### src/rtl/core/mma_pkg.sv
// Shared types and constants for the matrix multiply-accumulate block.
`timescale 1ns / 1ps
package mma_pkg;

  localparam int PADDR_W = 5;
  localparam int DIM_W = 5;
  localparam int IDX_W = 4;
  localparam int DATA_W = 32;
  localparam int RESULT_LIMIT = 16;
  // exact sum of up to 31 products of two 32-bit words
  localparam int ACC_W = 69;
  // alpha * sum plus beta * C aligned to 48 fraction bits
  localparam int TOT_W = 101;
  localparam int Q_W = TOT_W - 32;
  localparam int MUL_W = 33;
  localparam int PROD_W = 2 * MUL_W;

  typedef enum logic [1:0] {
    CMD_LOAD_A  = 2'd0,
    CMD_LOAD_B  = 2'd1,
    CMD_LOAD_C  = 2'd2,
    CMD_COMPUTE = 2'd3
  } cmd_e;

  typedef enum logic [1:0] {
    STATUS_OK        = 2'd0,
    STATUS_INVALID   = 2'd1,
    STATUS_SATURATED = 2'd2
  } status_e;

  typedef enum logic [2:0] {
    REG_ROW_COUNT   = 3'd0,
    REG_COL_COUNT   = 3'd1,
    REG_INNER_COUNT = 3'd2,
    REG_ALPHA_GAIN  = 3'd3,
    REG_BETA_GAIN   = 3'd4
  } reg_idx_e;

  typedef enum logic [2:0] {
    OP_MAC       = 3'd0,
    OP_ALPHA_LO  = 3'd1,
    OP_ALPHA_MID = 3'd2,
    OP_ALPHA_HI  = 3'd3,
    OP_BETA      = 3'd4
  } op_e;

  typedef enum logic [2:0] {
    S_IDLE,
    S_MAC,
    S_WAIT_SUM,
    S_SCALE,
    S_WAIT_TOT,
    S_ROUND,
    S_EMIT,
    S_ERR
  } state_e;

  typedef struct packed {
    logic [DIM_W-1:0]  row_count;
    logic [DIM_W-1:0]  col_count;
    logic [DIM_W-1:0]  inner_count;
    logic [DATA_W-1:0] alpha_gain;
    logic [DATA_W-1:0] beta_gain;
  } cfg_t;

  typedef struct packed {
    logic issue;
    op_e  op;
    logic clr;
    logic round;
  } mac_ctl_t;

  typedef struct packed {
    logic busy;
  } mac_sts_t;

endpackage

### src/rtl/core/mma_cfg.sv
// APB configuration registers: dimensions and gains.
`timescale 1ns / 1ps
module mma_cfg (
  input  logic                        clk_i,
  input  logic                        rst_ni,
  input  logic                        psel,
  input  logic                        penable,
  input  logic                        pwrite,
  input  logic [mma_pkg::PADDR_W-1:0] paddr,
  input  logic [31:0]                 pwdata,
  output logic [31:0]                 prdata,
  output logic                        pready,
  output mma_pkg::cfg_t               cfg_o
);

  mma_pkg::cfg_t     cfg_q, cfg_d;
  mma_pkg::reg_idx_e idx;
  logic              wr_en;

  assign pready = 1'b1;
  assign idx    = mma_pkg::reg_idx_e'(paddr[4:2]);
  assign wr_en  = psel & penable & pwrite;

  always_comb begin
    cfg_d = cfg_q;
    if (wr_en) begin
      unique case (idx)
        mma_pkg::REG_ROW_COUNT:   cfg_d.row_count   = pwdata[mma_pkg::DIM_W-1:0];
        mma_pkg::REG_COL_COUNT:   cfg_d.col_count   = pwdata[mma_pkg::DIM_W-1:0];
        mma_pkg::REG_INNER_COUNT: cfg_d.inner_count = pwdata[mma_pkg::DIM_W-1:0];
        mma_pkg::REG_ALPHA_GAIN:  cfg_d.alpha_gain  = pwdata;
        mma_pkg::REG_BETA_GAIN:   cfg_d.beta_gain   = pwdata;
        default: ;
      endcase
    end
  end

  always_comb begin
    unique case (idx)
      mma_pkg::REG_ROW_COUNT:   prdata = 32'(cfg_q.row_count);
      mma_pkg::REG_COL_COUNT:   prdata = 32'(cfg_q.col_count);
      mma_pkg::REG_INNER_COUNT: prdata = 32'(cfg_q.inner_count);
      mma_pkg::REG_ALPHA_GAIN:  prdata = cfg_q.alpha_gain;
      mma_pkg::REG_BETA_GAIN:   prdata = cfg_q.beta_gain;
      default:                  prdata = '0;
    endcase
  end

  always_ff @(posedge clk_i or negedge rst_ni) begin
    if (!rst_ni) begin
      cfg_q.row_count   <= 5'd16;
      cfg_q.col_count   <= 5'd16;
      cfg_q.inner_count <= 5'd16;
      cfg_q.alpha_gain  <= 32'h0001_0000;
      cfg_q.beta_gain   <= 32'h0000_0000;
    end else begin
      cfg_q <= cfg_d;
    end
  end

  assign cfg_o = cfg_q;

endmodule

### config.mk
export PLATFORM = sky130hd
export DESIGN_NAME = mma_cfg
export DESIGN_NICKNAME = d
export VERILOG_FILES = /design/src/rtl/core/mma_pkg.sv /design/src/rtl/core/mma_cfg.sv
export SDC_FILE = /design/constraint.sdc
export NUM_CORES = 1
export LEC_CHECK = 0
export BUFFER_PORTS_ARGS = -buffer_cell sky130_fd_sc_hd__buf_2
export CORE_ASPECT_RATIO = 1.5
export CORE_MARGIN = 5
export CORE_UTILIZATION = 51
export DETAILED_ROUTE_END_ITERATION = 10
export PLACE_DENSITY = 0.95
export SKIP_CTS_REPAIR_TIMING = 1
export SLEW_MARGIN = 30
export SYNTH_ARGS = -nofsm -noshare
export SYNTH_HDL_FRONTEND = slang
export SYNTH_SLANG_ARGS = --single-unit
### constraint.sdc
create_clock -name clk_i -period 4.8 [get_ports clk_i]
set_clock_uncertainty 0.15 [all_clocks]
set_input_delay 0.96 -clock clk_i [delete_from_list [all_inputs] [get_ports clk_i]]
set_output_delay 0.96 -clock clk_i [all_outputs]
set_load 0.02 [all_outputs]
# Yosys cells after proc, flatten, opt, wreduce, memory -nomap -nowiden
# Index checks and enable logic that the tools add are counted.
word_totals:
  inputBits: 42
  latch_bits: 0
  regBits: 79
  ram_bits: 0
  output_inout_bits: 112
  n_memories: 0
  mem_bits_ro: 0
op_classes:
  shifts: 0
  reduce_logical: 6
  order_cmp: 0
  n_mux: 1
  multipliers: 0
  n_div: 0
  addsub: 0
  n_eq_ne: 4
  bitwise: 2
ops:
  columns: ["cell", "count"]
  rows:
  - ["case mux 32 bit (5 select lines)", 1]
  - ["AND reduction 2 bit", 5]
  - ["== test 3 x 2 -> 1 bit, second input constant", 2]
  - ["== test 3 x 1 -> 1 bit, second input constant", 1]
  - ["== test 3 bit, second input constant", 1]
  - ["logical NOT 3 bit", 1]
  - ["AND 1 bit", 2]

# Longest topological paths before layout
depth:
  word_depth: 3
  mapped_depth: 6

# Worst setup path before layout
# Ideal clock, no wire load.
synth_path:
  kind: "input to output"
  from: "input paddr[2] (netlist bit)"
  to: "output prdata[0]"
  required_time_ps: 3690
  path_slack_ps: 1575
  t_arrival_ps: 2115
  stages: 5
  cell_sequence: "buf_2 buf_2 nor2b_1 a22oi_1 o22ai_1"
synth_via:
  elab_chain_len: 2
  word_cells_on_any_way: 6
  cone_classes: "eq/ne: 4; mux: 1; reduce/logical: 1"
synth_lines:
  columns: ["element", "line", "rtl"]
  rows:
  - ["start: declaration", "mma_cfg.sv:9", "input logic [mma_pkg::PADDR_W-1:0] paddr,"]
  - ["== test 3 bit, or another cell as far along", "mma_cfg.sv:39", "unique case (idx)"]
  - ["case mux 32 bit (5 select lines) (*)", "mma_cfg.sv:39", null]
  - ["end: declaration", "mma_cfg.sv:11", "output logic [31:0] prdata,"]
# Mark *: on every way between the ends. The rest lies on a longest branch, timed or not.

# Worst setup path after layout
layout_path:
  from: "input paddr[3] (netlist bit)"
  to: "output prdata[25]"
# Same word-level chain as after synthesis.

==> results.md <==
- P&R area growth vs syn: 27.3%
- Via count: between 2000 and 3000
- Synth Instances: 240
- Number of global-route vias before repair: 2786
- Min Hold Slack: 0.358 ns
- Critical Path Start Type: input port
- Fill cells: 514
- Max clock buf depth: 2
- Die area: slightly below 9000 um2
- First-pass GRT wire length: roughly 14000 um
- RePlAce Congestion: 0.805
- H-tree lvl count: 3
- Hold crit path type: flop to flop
- Unrepaired setup endpoints after global routing: no
- Tmin final: between 3 and 4 ns
- Vias per std cell: between 5 and 6
- Grt total ovfl: 0
- Worst-path fanout max: 20
- Worst Path Required: ~3.7 ns
- WS Path Type: input port to output port
- Crit. End Element: output port
- First DRT Iteration DRCs: 89
- Layout net count: about 430
- Commonest non-fill, non-tap cell in the layout: buf_2
- Final Hold Fails: 0
- Crit path buf inv count: 3
- Largest net degree at the start of global routing: 80
- Total power: about 0.0019 W
- Inserted Diodes: 0
- HPWL Detailed: around 6600 um
- Register area share after synthesis: a little under three fifths
- Complex-gate fraction of the synthesized area: a little under a tenth
- Synth Area in Adders: 0%
- Root buffer cell: clkbuf_8
- Effective utilization at floorplan: 51.6%
- Crit-path leading delay family: buffers and inverters
- Wirelength, routed: 8910 um
- Register bit total from synthesis: 79
- CTS tree: yes
- Crit. Startpoint: paddr[3]
- Main combinational cell family by area after synthesis: multiplexers
- Num rows: 37
- Worst skew pair latency: approximately 0.34 ns
- Register Area: 1980 um2
- Synthesized Nets: 282
- Max_slew headroom: between 50% and 60%
- ANT nets after route: 0
- Synth warn: 0
- Buffers on Ports: 150
- Cts bufs inserted: 9
- Hold_sp: cfg_o[7]
- Max-Cap Viols: 0
- Mux cell area share after synthesis: a little over a quarter
- P_leak: 2.35 nW
- Core footprint: slightly below 7000 um2
- Boundary Pins: about 150
- Area of the multi-input gates: between 1000 and 1500 um2
- Fraction of layout cells with a size suffix above 1: 58.5%
- PnR worst setup slack: 1.10 ns
- Synthesized area: about 3500 um2
- Die width: about 78 um
- Number of flip-flops in the largest register: 79
- Final Slew Violations: 0
- GRT Overall Usage: between 20% and 30%
- Clk sinks: 79
- DRC: 0
- WP data arrival: roughly 2.6 ns
- Worst vdd ir: 307 uV
- P per Cell Area: between 400 and 500 nW/um2
- Slowest-stage cell, CP: nor2_2
- Post-DR wirelength/cell: between 15 and 20 um
- Overall die height: 112 um
- Fmax: 270 MHz
- Synth top area cells: dfrtp_1, mux2_2, mux2_1
- Distinct cells, synth: 22
- Avg Synthesized Cell Area: between 10 and 15 um2
- Setup TNS: 0 ns
- Clk slew on worst S/H paths: ~0.07 ns
- Yosys top cell area share: 53.4%
- CP Cell Sequence: buf_2, nand2_1, nor2_2, buf_4, a22o_1, buf_2
- Cell mode on critical path: buf_2
- Outcome: finished clean
- Slew @ Worst Pin: 0.704 ns
- Worst slack, placed: between 1 and 1.5 ns
- Antenna violations before repair: 1
- R2r startpoint: cfg_o[4]
- Top cell type by total area after synthesis: dfrtp_1
- Xor/xnor share of the synthesized area: 0%
- Commonest cells after routing, fill and taps aside: buf_2, dfrtp_1, mux2_2
- Drt pass-1 iters: 4
- Worst path max stage delay: approximately 0.45 ns
- Setup violations, final: 0
- Period Utilization, post-route: 77.2%
- Simple-Gate Fraction of Synth Area: ~3.7%
where the power goes:
group	switching, W	internal [W]
logic	0.000338	0.000229
clock network	0.000220	0.000199
registers	0.000102	0.000801
logic make-up after synthesis:
family | after synthesis
buf+inv | 18
flops | 79
mux | 84
simple gates | 16
other cells | 1
compound gates | 42
cell usage after synthesis:
cell,number
buf_6,4
dfrtp_1,75
mux2_2,54
a22oi_1,5
nand2_1,1
dfstp_2,4
nor3b_4,1
and4_1,1
nor3b_2,2
clkbuf_1,4
a21oi_1,5
buf_4,5
or3_1,1
buf_2,5
nor2_1,2
mux2_1,30
nor2b_1,2
conb_1,1
nor3b_1,5
a22o_1,27
nand4b_1,1
o22ai_1,5
worst paths after layout:
path	slack, ns	depth (start not counted)	end
setup / recovery	1.10	6	prdata[25]
hold / removal	0.36	1	cfg_o[7]
setup reg to reg	3.81	1	cfg_o[4]
hold reg to reg	0.36	1	cfg_o[7]
max in group asynchronous	3.52	1	cfg_o[41]
min in group asynchronous	0.46	1	cfg_o[36]
stage by stage:
stage | std cells | util [%] | cell area (um2)
after floorplan | 240 | - | 3510
after global placement | 454 | 62.9 | 4280
after detailed placement | 456 | 63.4 | 4310
after CTS | 471 | 65.7 | 4470
after global routing | 471 | 65.7 | 4470
final | 471 | 65.7 | 4470
per-layer routing:
| layer | vias up | part of all wire, % | track usage (%) |
|---|---|---|---|
| li1 | 1195 | - | - |
| met1 | 1362 | 35 | 22.2 |
| met2 | 119 | 55 | 37.5 |
| met3 | 23 | 6.9 | 5.50 |
| met4 | 2 | 2.8 | 10.2 |
| met5 | - | 0.079 | 0 |
layout make-up:
cell class / instances / area share, %
Timing Repair Buffer: 156 / 18.3
Clock buffer: 14 / 3.41
Clock inverter: 1 / 0.112
Multi-Input combinational cell: 143 / 31.7
Sequential cell: 79 / 44.3
Tap cell: 78 / 2.18
Note: power is estimated with default switching activity, not from simulation.
