`config.mk`:
```
export PLATFORM = sky130hd
export DESIGN_NAME = mma_mac
export DESIGN_NICKNAME = d
export VERILOG_FILES = /design/src/rtl/core/mma_pkg.sv /design/src/rtl/core/mma_mac.sv
export SDC_FILE = /design/constraint.sdc
export NUM_CORES = 2
export LEC_CHECK = 0
export ABC_CLOCK_PERIOD_IN_PS = 12800
export BUFFER_PORTS_ARGS = -buffer_cell sky130_fd_sc_hd__buf_4
export CAP_MARGIN = 30
export CORE_UTILIZATION = 65
export CTS_CLUSTER_SIZE = 24
export DETAILED_ROUTE_END_ITERATION = 8
export PLACE_DENSITY = 0.8
export SLEW_MARGIN = 0
export SYNTH_ARGS = -nofsm -noshare
export SYNTH_HDL_FRONTEND = slang
export SYNTH_SLANG_ARGS = --single-unit
```
`constraint.sdc`:
```
create_clock -name clk_i -period 12.8 [get_ports clk_i]
set_input_delay 2.56 -clock clk_i [delete_from_list [all_inputs] [get_ports clk_i]]
set_output_delay 2.56 -clock clk_i [all_outputs]
set_load 0.01 [all_outputs]
```
`src/rtl/core/mma_pkg.sv`:
```
// Shared types and constants for the matrix multiply-accumulate block.
`timescale 1ns / 1ps
package mma_pkg;

  localparam int PADDR_W = 5;
  localparam int DIM_W = 5;
  localparam int IDX_W = 4;
  localparam int DATA_W = 32;
  localparam int RESULT_LIMIT = 16;
  // exact sum of up to 31 products of two 32-bit words
  localparam int ACC_W = 69;
  // alpha * sum plus beta * C aligned to 48 fraction bits
  localparam int TOT_W = 101;
  localparam int Q_W = TOT_W - 32;
  localparam int MUL_W = 33;
  localparam int PROD_W = 2 * MUL_W;

  typedef enum logic [1:0] {
    CMD_LOAD_A  = 2'd0,
    CMD_LOAD_B  = 2'd1,
    CMD_LOAD_C  = 2'd2,
    CMD_COMPUTE = 2'd3
  } cmd_e;

  typedef enum logic [1:0] {
    STATUS_OK        = 2'd0,
    STATUS_INVALID   = 2'd1,
    STATUS_SATURATED = 2'd2
  } status_e;

  typedef enum logic [2:0] {
    REG_ROW_COUNT   = 3'd0,
    REG_COL_COUNT   = 3'd1,
    REG_INNER_COUNT = 3'd2,
    REG_ALPHA_GAIN  = 3'd3,
    REG_BETA_GAIN   = 3'd4
  } reg_idx_e;

  typedef enum logic [2:0] {
    OP_MAC       = 3'd0,
    OP_ALPHA_LO  = 3'd1,
    OP_ALPHA_MID = 3'd2,
    OP_ALPHA_HI  = 3'd3,
    OP_BETA      = 3'd4
  } op_e;

  typedef enum logic [2:0] {
    S_IDLE,
    S_MAC,
    S_WAIT_SUM,
    S_SCALE,
    S_WAIT_TOT,
    S_ROUND,
    S_EMIT,
    S_ERR
  } state_e;

  typedef struct packed {
    logic [DIM_W-1:0]  row_count;
    logic [DIM_W-1:0]  col_count;
    logic [DIM_W-1:0]  inner_count;
    logic [DATA_W-1:0] alpha_gain;
    logic [DATA_W-1:0] beta_gain;
  } cfg_t;

  typedef struct packed {
    logic issue;
    op_e  op;
    logic clr;
    logic round;
  } mac_ctl_t;

  typedef struct packed {
    logic busy;
  } mac_sts_t;

endpackage

```
`src/rtl/core/mma_mac.sv`:
```
// Shared 33x33 multiplier with sum and total accumulators, rounding and saturation.
`timescale 1ns / 1ps
module mma_mac (
  input  logic                 clk_i,
  input  logic                 rst_ni,
  input  mma_pkg::mac_ctl_t    ctl_i,
  input  logic [31:0]          alpha_i,
  input  logic [31:0]          beta_i,
  input  logic [31:0]          a_rdata_i,
  input  logic [31:0]          b_rdata_i,
  input  logic [31:0]          c_rdata_i,
  output mma_pkg::mac_sts_t    sts_o,
  output logic [31:0]          elem_value_o,
  output logic                 elem_sat_o
);

  localparam int ACC_W  = mma_pkg::ACC_W;
  localparam int TOT_W  = mma_pkg::TOT_W;
  localparam int Q_W    = mma_pkg::Q_W;
  localparam int MUL_W  = mma_pkg::MUL_W;
  localparam int PROD_W = mma_pkg::PROD_W;

  logic                     v1_q, v2_q;
  mma_pkg::op_e             op1_q, op2_q;
  logic signed [MUL_W-1:0]  opa, opb;
  logic signed [PROD_W-1:0] prod_d, prod_q;
  logic [ACC_W-1:0]         sum_q;
  logic [TOT_W-1:0]         tot_q;
  logic [TOT_W-1:0]         prod_ext, addend, rnd;
  logic [Q_W-1:0]           q_q;
  logic                     neg_q;

  always_comb begin
    opa = '0;
    opb = '0;
    case (op1_q)
      mma_pkg::OP_MAC: begin
        opa = {a_rdata_i[31], a_rdata_i};
        opb = {b_rdata_i[31], b_rdata_i};
      end
      mma_pkg::OP_ALPHA_LO: begin
        opa = {alpha_i[31], alpha_i};
        opb = {1'b0, sum_q[31:0]};
      end
      mma_pkg::OP_ALPHA_MID: begin
        opa = {alpha_i[31], alpha_i};
        opb = {1'b0, sum_q[63:32]};
      end
      mma_pkg::OP_ALPHA_HI: begin
        opa = {alpha_i[31], alpha_i};
        opb = {{(MUL_W-(ACC_W-64)){sum_q[ACC_W-1]}}, sum_q[ACC_W-1:64]};
      end
      mma_pkg::OP_BETA: begin
        opa = {beta_i[31], beta_i};
        opb = {c_rdata_i[31], c_rdata_i};
      end
      default: ;
    endcase
    prod_d = opa * opb;
  end

  assign prod_ext = {{(TOT_W-PROD_W){prod_q[PROD_W-1]}}, prod_q};

  always_comb begin
    case (op2_q)
      mma_pkg::OP_ALPHA_MID: addend = prod_ext << 32;
      mma_pkg::OP_ALPHA_HI:  addend = prod_ext << 64;
      mma_pkg::OP_BETA:      addend = prod_ext << 16;
      default:               addend = prod_ext;
    endcase
  end

  // magnitude plus half an LSB of Q16.16; negative side uses ~t + 1
  assign rnd = tot_q[TOT_W-1] ? (~tot_q + TOT_W'(33'h0_8000_0001))
                              : (tot_q + TOT_W'(33'h0_8000_0000));

  always_ff @(posedge clk_i or negedge rst_ni) begin
    if (!rst_ni) begin
      v1_q <= 1'b0;
      v2_q <= 1'b0;
    end else begin
      v1_q <= ctl_i.issue;
      v2_q <= v1_q;
    end
  end

  always_ff @(posedge clk_i) begin
    op1_q  <= ctl_i.op;
    op2_q  <= op1_q;
    prod_q <= prod_d;
    if (ctl_i.clr) begin
      sum_q <= '0;
      tot_q <= '0;
    end else if (v2_q) begin
      if (op2_q == mma_pkg::OP_MAC) begin
        sum_q <= sum_q + prod_ext[ACC_W-1:0];
      end else begin
        tot_q <= tot_q + addend;
      end
    end
    if (ctl_i.round) begin
      neg_q <= tot_q[TOT_W-1];
      q_q   <= rnd[TOT_W-1:32];
    end
  end

  always_comb begin
    if (neg_q) begin
      elem_sat_o   = q_q > Q_W'(33'h0_8000_0000);
      elem_value_o = elem_sat_o ? 32'h8000_0000 : (~q_q[31:0] + 32'd1);
    end else begin
      elem_sat_o   = q_q > Q_W'(32'h7FFF_FFFF);
      elem_value_o = elem_sat_o ? 32'h7FFF_FFFF : q_q[31:0];
    end
  end

  assign sts_o.busy = v1_q | v2_q;

endmodule

```
# After elaboration in Yosys (flattened, before gate mapping)
# Index checks and enable logic that the tools add are counted.
[word_totals]
in_bits = 168
output_inout_bits = 34
register_bits = 314
wordCells = 41
[op_classes]
n_mul = 1
n_eq_ne = 7
order_cmp = 2
n_mux = 8
add_sub_neg = 5
bitwise = 4
n_reduce_logical = 5
[op_table]
columns = ["operator", "n"]
rows = [
  ["101-bit one-hot mux with 3 select lines", 1],
  ["101-bit by 32-bit adder with 101-bit output (second input constant)", 2],
  ["33-bit one-hot mux with 5 select lines", 1],
  ["101-bit adder", 1],
  ["101-bit 2-to-1 mux", 1],
  ["101-bit inverter", 1],
  ["33-bit one-hot mux with 3 select lines", 1],
  ["32-bit 2-to-1 mux", 3],
  ["69-bit adder", 1],
  ["69-bit by 31-bit greater-than comparator with 1-bit output (second input constant)", 1],
  ["69-bit by 32-bit greater-than comparator with 1-bit output (second input constant)", 1],
  ["33-bit by 33-bit multiplier with 66-bit output", 1],
  ["32-bit by 1-bit adder with 32-bit output (second input constant)", 1],
  ["32-bit inverter", 1],
  ["3-bit by 2-bit equality test with 1-bit output (second input constant)", 4],
  ["3-bit equality test (second input constant)", 2],
  ["3-bit logical NOT", 2],
  ["2-bit AND reduction", 2],
  ["3-bit by 1-bit equality test with 1-bit output (second input constant)", 1],
  ["3-bit OR reduction", 1],
  ["1-bit 2-to-1 mux", 1],
  ["1-bit inverter", 1],
  ["1-bit bitwise OR", 1],
]

# Longest topological paths before layout
[depth]
depth_word = 4
mapped_depth = 38
ltp_nobuf = 34

# Worst setup path before layout
# OpenSTA, ideal clock, no wires.
[synth_path]
path_type = "in2reg"
start = "in b_rdata_i[12]"
end = "reg prod_q[62]"
slack_ps = 1656
t_arrival_ps = 11019
required_ps = 12675
n_path_buf = 2
setup_time_ps = 125
cell_stages = 33
cell_sequence = "mux2i_1 -> nor2_1 -> a21oi_1 -> nor2_1 -> a311oi_1 -> clkbuf_1 -> nor2_1 -> fa_1 -> inv_1 -> fa_1 -> fa_1 -> inv_1 -> fa_1 -> fa_1 -> fa_1 -> fa_1 -> inv_1 -> fa_1 -> inv_1 -> ha_1 -> clkbuf_1 -> a21o_1 -> a21o_1 -> a21oi_1 -> o21ai_0 -> a2111oi_0 -> a21bo_2 -> nor3b_1 -> a211o_1 -> a221o_1 -> a221o_1 -> a21oi_1 -> xnor2_1"
[synth_between]
elab_chain_len = 2
[synth_rtl]
columns = ["element", "line_no", "rtl"]
rows = [
  ["start, declared", "mma_mac.sv:10", "input logic [31:0] b_rdata_i,"],
  ["33-bit one-hot mux with 5 select lines", "mma_mac.sv:36", "case (op1_q)"],
  ["33-bit by 33-bit multiplier with 66-bit output", "mma_mac.sv:59", "prod_d = opa * opb;"],
  ["net prod_d[62]", "mma_mac.sv:26", "logic signed [PROD_W-1:0] prod_d, prod_q;"],
  ["end signal, assigned", "mma_mac.sv:90", "prod_q <= prod_d;"],
  ["end, declared", "mma_mac.sv:26", ""],
]
# The timed path passes the listed nets, and every way through them passes these cells.
# A chain may end at the register's enable or synchronous reset.

# Worst setup path after layout
[layout_path]
start = "in b_rdata_i[7]"
end = "reg prod_q[64]"
# Same word-level chain as after synthesis.

==> key figures <==
Pwr
  • Clock power frac: 7.2%
  • Reg power frac: 15.1%
  • Combinational power share: 77.7%
  • Sw Pwr: 8.38 mW
  • Switching Share: 56.3%
  • Pwr Total: 14.9 mW
  • Int Power: 6.52 mW
  • Power Density: 217 nW/um^2
  • Leak pwr: 34.2 nW
  • VDD IR-drop max: 0.324 mV

Synth
  • Area of the mapped netlist: 64,200 sq um
  • FF+latch count, synth: 314
  • Sequential share of the synthesized area: 10.9%
  • Syn nets: 9,546
  • Syn avg cell area: 8.17 sq um
  • Ys async rst share: 0.637%
  • Post-synth EDFFs: 70
  • Yosys warns: 0
  • Cell count after synthesis: 7,864
  • Commonest register cell after synthesis: dfxtp_1
  • Yosys cell types: 89

Drt
  • Drc violations: 0
  • DRT Wirelength: 238,000 um
  • Routed length per instance: 26.0 um
  • Pre-antenna DRT Iters: 8
  • Starting DRT DRC Count: 6,947
  • Routed via count: 58,800
  • ANT nets after route: 0
  • Vias/cell: 6.44

STA
  • Actual slew at the worst max-slew pin: 1.19 ns
  • Fin. max-slew vios: 0
  • Setup violators final: 0
  • Post-route setup slack: 1.20 ns
  • Relative slew slack: 20.4%
  • Fin crit period: 11.60 ns
  • Clock Skew: 0.0396 ns
  • Hold Vio Cnt, Final: 0
  • Tcrit/Tclk final: 90.7%
  • RSZ-0062 raised after global routing: no
  • F_max: 0.0862 GHz
  • Total negative slack: 0 ns

Status
  • Outcome: completed

Clock network
  • Num CTS Buffers: 34
  • Setup Fix Bufs, Post-CTS: 0
  • CTS root buffer: clkbuf_16
  • CTS tree: built
  • H-tree levels: 2
  • Clk_lat worst skew: 0.58 ns
  • Hold buffers post-CTS: 0
  • CTS Buffer Depth: 3
  • Clock edge transition at the registers on the reported setup and hold paths: 0.07 ns
  • CTS-repair resized insts: 0
  • CTS Sinks: 314

Layout
  • Most frequent cells in the layout: inv_1, nand2_1, fa_1
  • Fillers: 7,583
  • Non-Filler Cell Area, Final: 68,600 sq um
  • Layout Area Growth over Synthesis: 6.82%
  • Nets: 9,507
  • Commonest non-fill, non-tap cell in the layout: inv_1
  • Finished Layout Cells: 9,133
  • Layout cells sized above 1: 6.88%

Worst setup path
  • Critical Path Most Common Cell: fa_1
  • Critical path type: in2reg
  • Critical Path AT: 12.06 ns
  • CP Capture Type: flip-flop
  • Worst Path Max Fanout: 17
  • Critical-path cell with the highest stage delay: a21oi_1
  • Critical Path Start Type: primary input
  • CP peak stage delay: 0.59 ns
  • Req. time, crit path: 13.25 ns

Die
  • Core Rows: 114
  • Die extent in x: 316 um
  • Io pins: 202
  • Core Area: 97,300 sq um
  • Die ar.: 100,000 sq um
  • Starting density of the core: 66.0%
  • Die Ht: 316 um

Min path
  • HP Class: reg2reg

Placed design
  • Placed insts: 9,064
  • DP Area: 67,400 sq um
  • Pre-CTS setup slack: 0.747 ns
  • GPL Wtd Cong: 1.08
  • Port bufs: 201
  • Final HPWL from detailed placement: 192,000 um

GRT
  • Antenna violations before repair: 13
  • Grt ovf: 0
  • Number of global-route vias before repair: 59,000
  • First-pass GRT wire length: 356,000 um
  • GR Util All Layers: 47.9%
  • Largest net degree at the start of global routing: 123

Run
  • Max Cap Violations: 0
==> final timing paths <==
| kind | startpoint | endpoint | slack (ns) | depth (start not counted) |
|---|---|---|---|---|
| setup / recovery | b_rdata_i[7] | prod_q[64]$_DFF_P_ | 1.20 | 33 |
| hold / removal | v1_q$_DFF_PN0_ | v2_q$_DFF_PN0_ | 0.37 | 0 |
| setup reg to reg | op1_q[0]$_DFF_P_ | prod_q[65]$_DFF_P_ | 1.60 | 34 |
| hold reg to reg | v1_q$_DFF_PN0_ | v2_q$_DFF_PN0_ | 0.37 | 0 |
| max in group asynchronous | rst_ni | v2_q$_DFF_PN0_ | 10.95 | 1 |
| min in group asynchronous | rst_ni | v1_q$_DFF_PN0_ | 1.76 | 1 |
==> power groups by stage <==
stage                     combinational (mW)  sequential (mW)  clock, mW
after global placement                  11.0             2.16          0
after detailed placement                11.3             2.18          0
final                                   11.6             2.24       1.07
after floorplan                         8.26             1.76          0
after CTS                               11.3             2.15       1.07
after global routing                    12.7             2.23       1.11
==> cell families (layout without fill, tap and decap cells) <==
kind of cell / count (synthesis) / count (layout) / share of synthesized area [%]
muxes: 99 / 99 / 1.55
and+or+nand+nor: 2463 / 2463 / 16.6
buffers and inverters: 1728 / 1714 / 10.1
DFF: 314 / 314 / 10.9
adders and majority gates: 1514 / 1514 / 42.6
AOI/OAI and AO/OA: 1465 / 1465 / 14.3
other: 0 / 7 / 0
xor gates and xnor gates: 281 / 281 / 3.83
==> cell type report <==
class	count	area (sq um)	share of cell area, %
Antenna cell	7	17.5	0.0255
Timing Repair Buffer	387	3010	4.38
Inverter	1266	4760	6.93
Sequential cell	314	7010	10.2
Tap cell	1276	1600	2.33
Clock inverter	15	224	0.326
Multi-Input combinational cell	5822	51100	74.4
Clock buffer	46	936	1.36
==> per-stage QoR <==
stage / utilization (%) / hold WS (ns)
2_1_floorplan: - / 0.346
3_3_place_gp: 69.2 / 0.356
3_5_place_dp: 69.3 / 0.362
4_1_cts: 70.5 / 0.373
5_1_grt: 70.5 / 0.383
6_report: 70.5 / 0.371
==> registers in the layout, summed over array words and instances (netlist names) <==
register  flops
op2_q         3
v2_q          1
sum_q        69
neg_q         1
q_q          69
prod_q       66
v1_q          1
op1_q         3
tot_q       101
==> critical path: cells and delay by family <==
| family | cells | cell delay [ns] |
|---|---|---|
| buf+inv | 6 | 0.68 |
| compound gates | 13 | 3.75 |
| simple gates | 3 | 0.35 |
| xor+xnor | 1 | 0.16 |
| fa+ha+maj | 9 | 4.40 |
| mux | 1 | 0.12 |
==> layer usage <==
metal	share of wire, %	wire length [um]	track usage [%]	up-vias
li1	-	-	-	25200
met1	34	81900	57.3	28400
met2	43	102000	72.6	4052
met3	13	31700	15.4	1098
met4	9.3	22200	35.7	12
met5	0.029	69	0	-
==> synthesized netlist by cell type, types with 39 or more instances <==
| cell type | instances | area, sq um |
|---|---|---|
| inv_1 | 1264 | 4740 |
| nand2_1 | 1171 | 4400 |
| fa_1 | 1124 | 22500 |
| nor2_1 | 698 | 2620 |
| a21oi_1 | 498 | 2490 |
| clkbuf_1 | 426 | 1600 |
| ha_1 | 390 | 4880 |
| o21ai_0 | 266 | 1330 |
| dfxtp_1 | 242 | 4840 |
| a21o_1 | 170 | 1280 |
| xnor2_1 | 169 | 1480 |
| xor2_1 | 112 | 981 |
| nand4_1 | 107 | 669 |
| mux2i_1 | 97 | 971 |
| nand3_1 | 84 | 420 |
| nor3_1 | 81 | 405 |
| edfxtp_1 | 70 | 2100 |
| and2_1 | 64 | 400 |
| o21a_1 | 53 | 398 |
| a31oi_1 | 52 | 325 |
| o21bai_1 | 50 | 375 |
| a22oi_1 | 42 | 315 |
| nor4_1 | 42 | 263 |
| nand2b_1 | 41 | 257 |
| nor2b_1 | 39 | 244 |
Note: power is estimated with default switching activity, not from simulation.
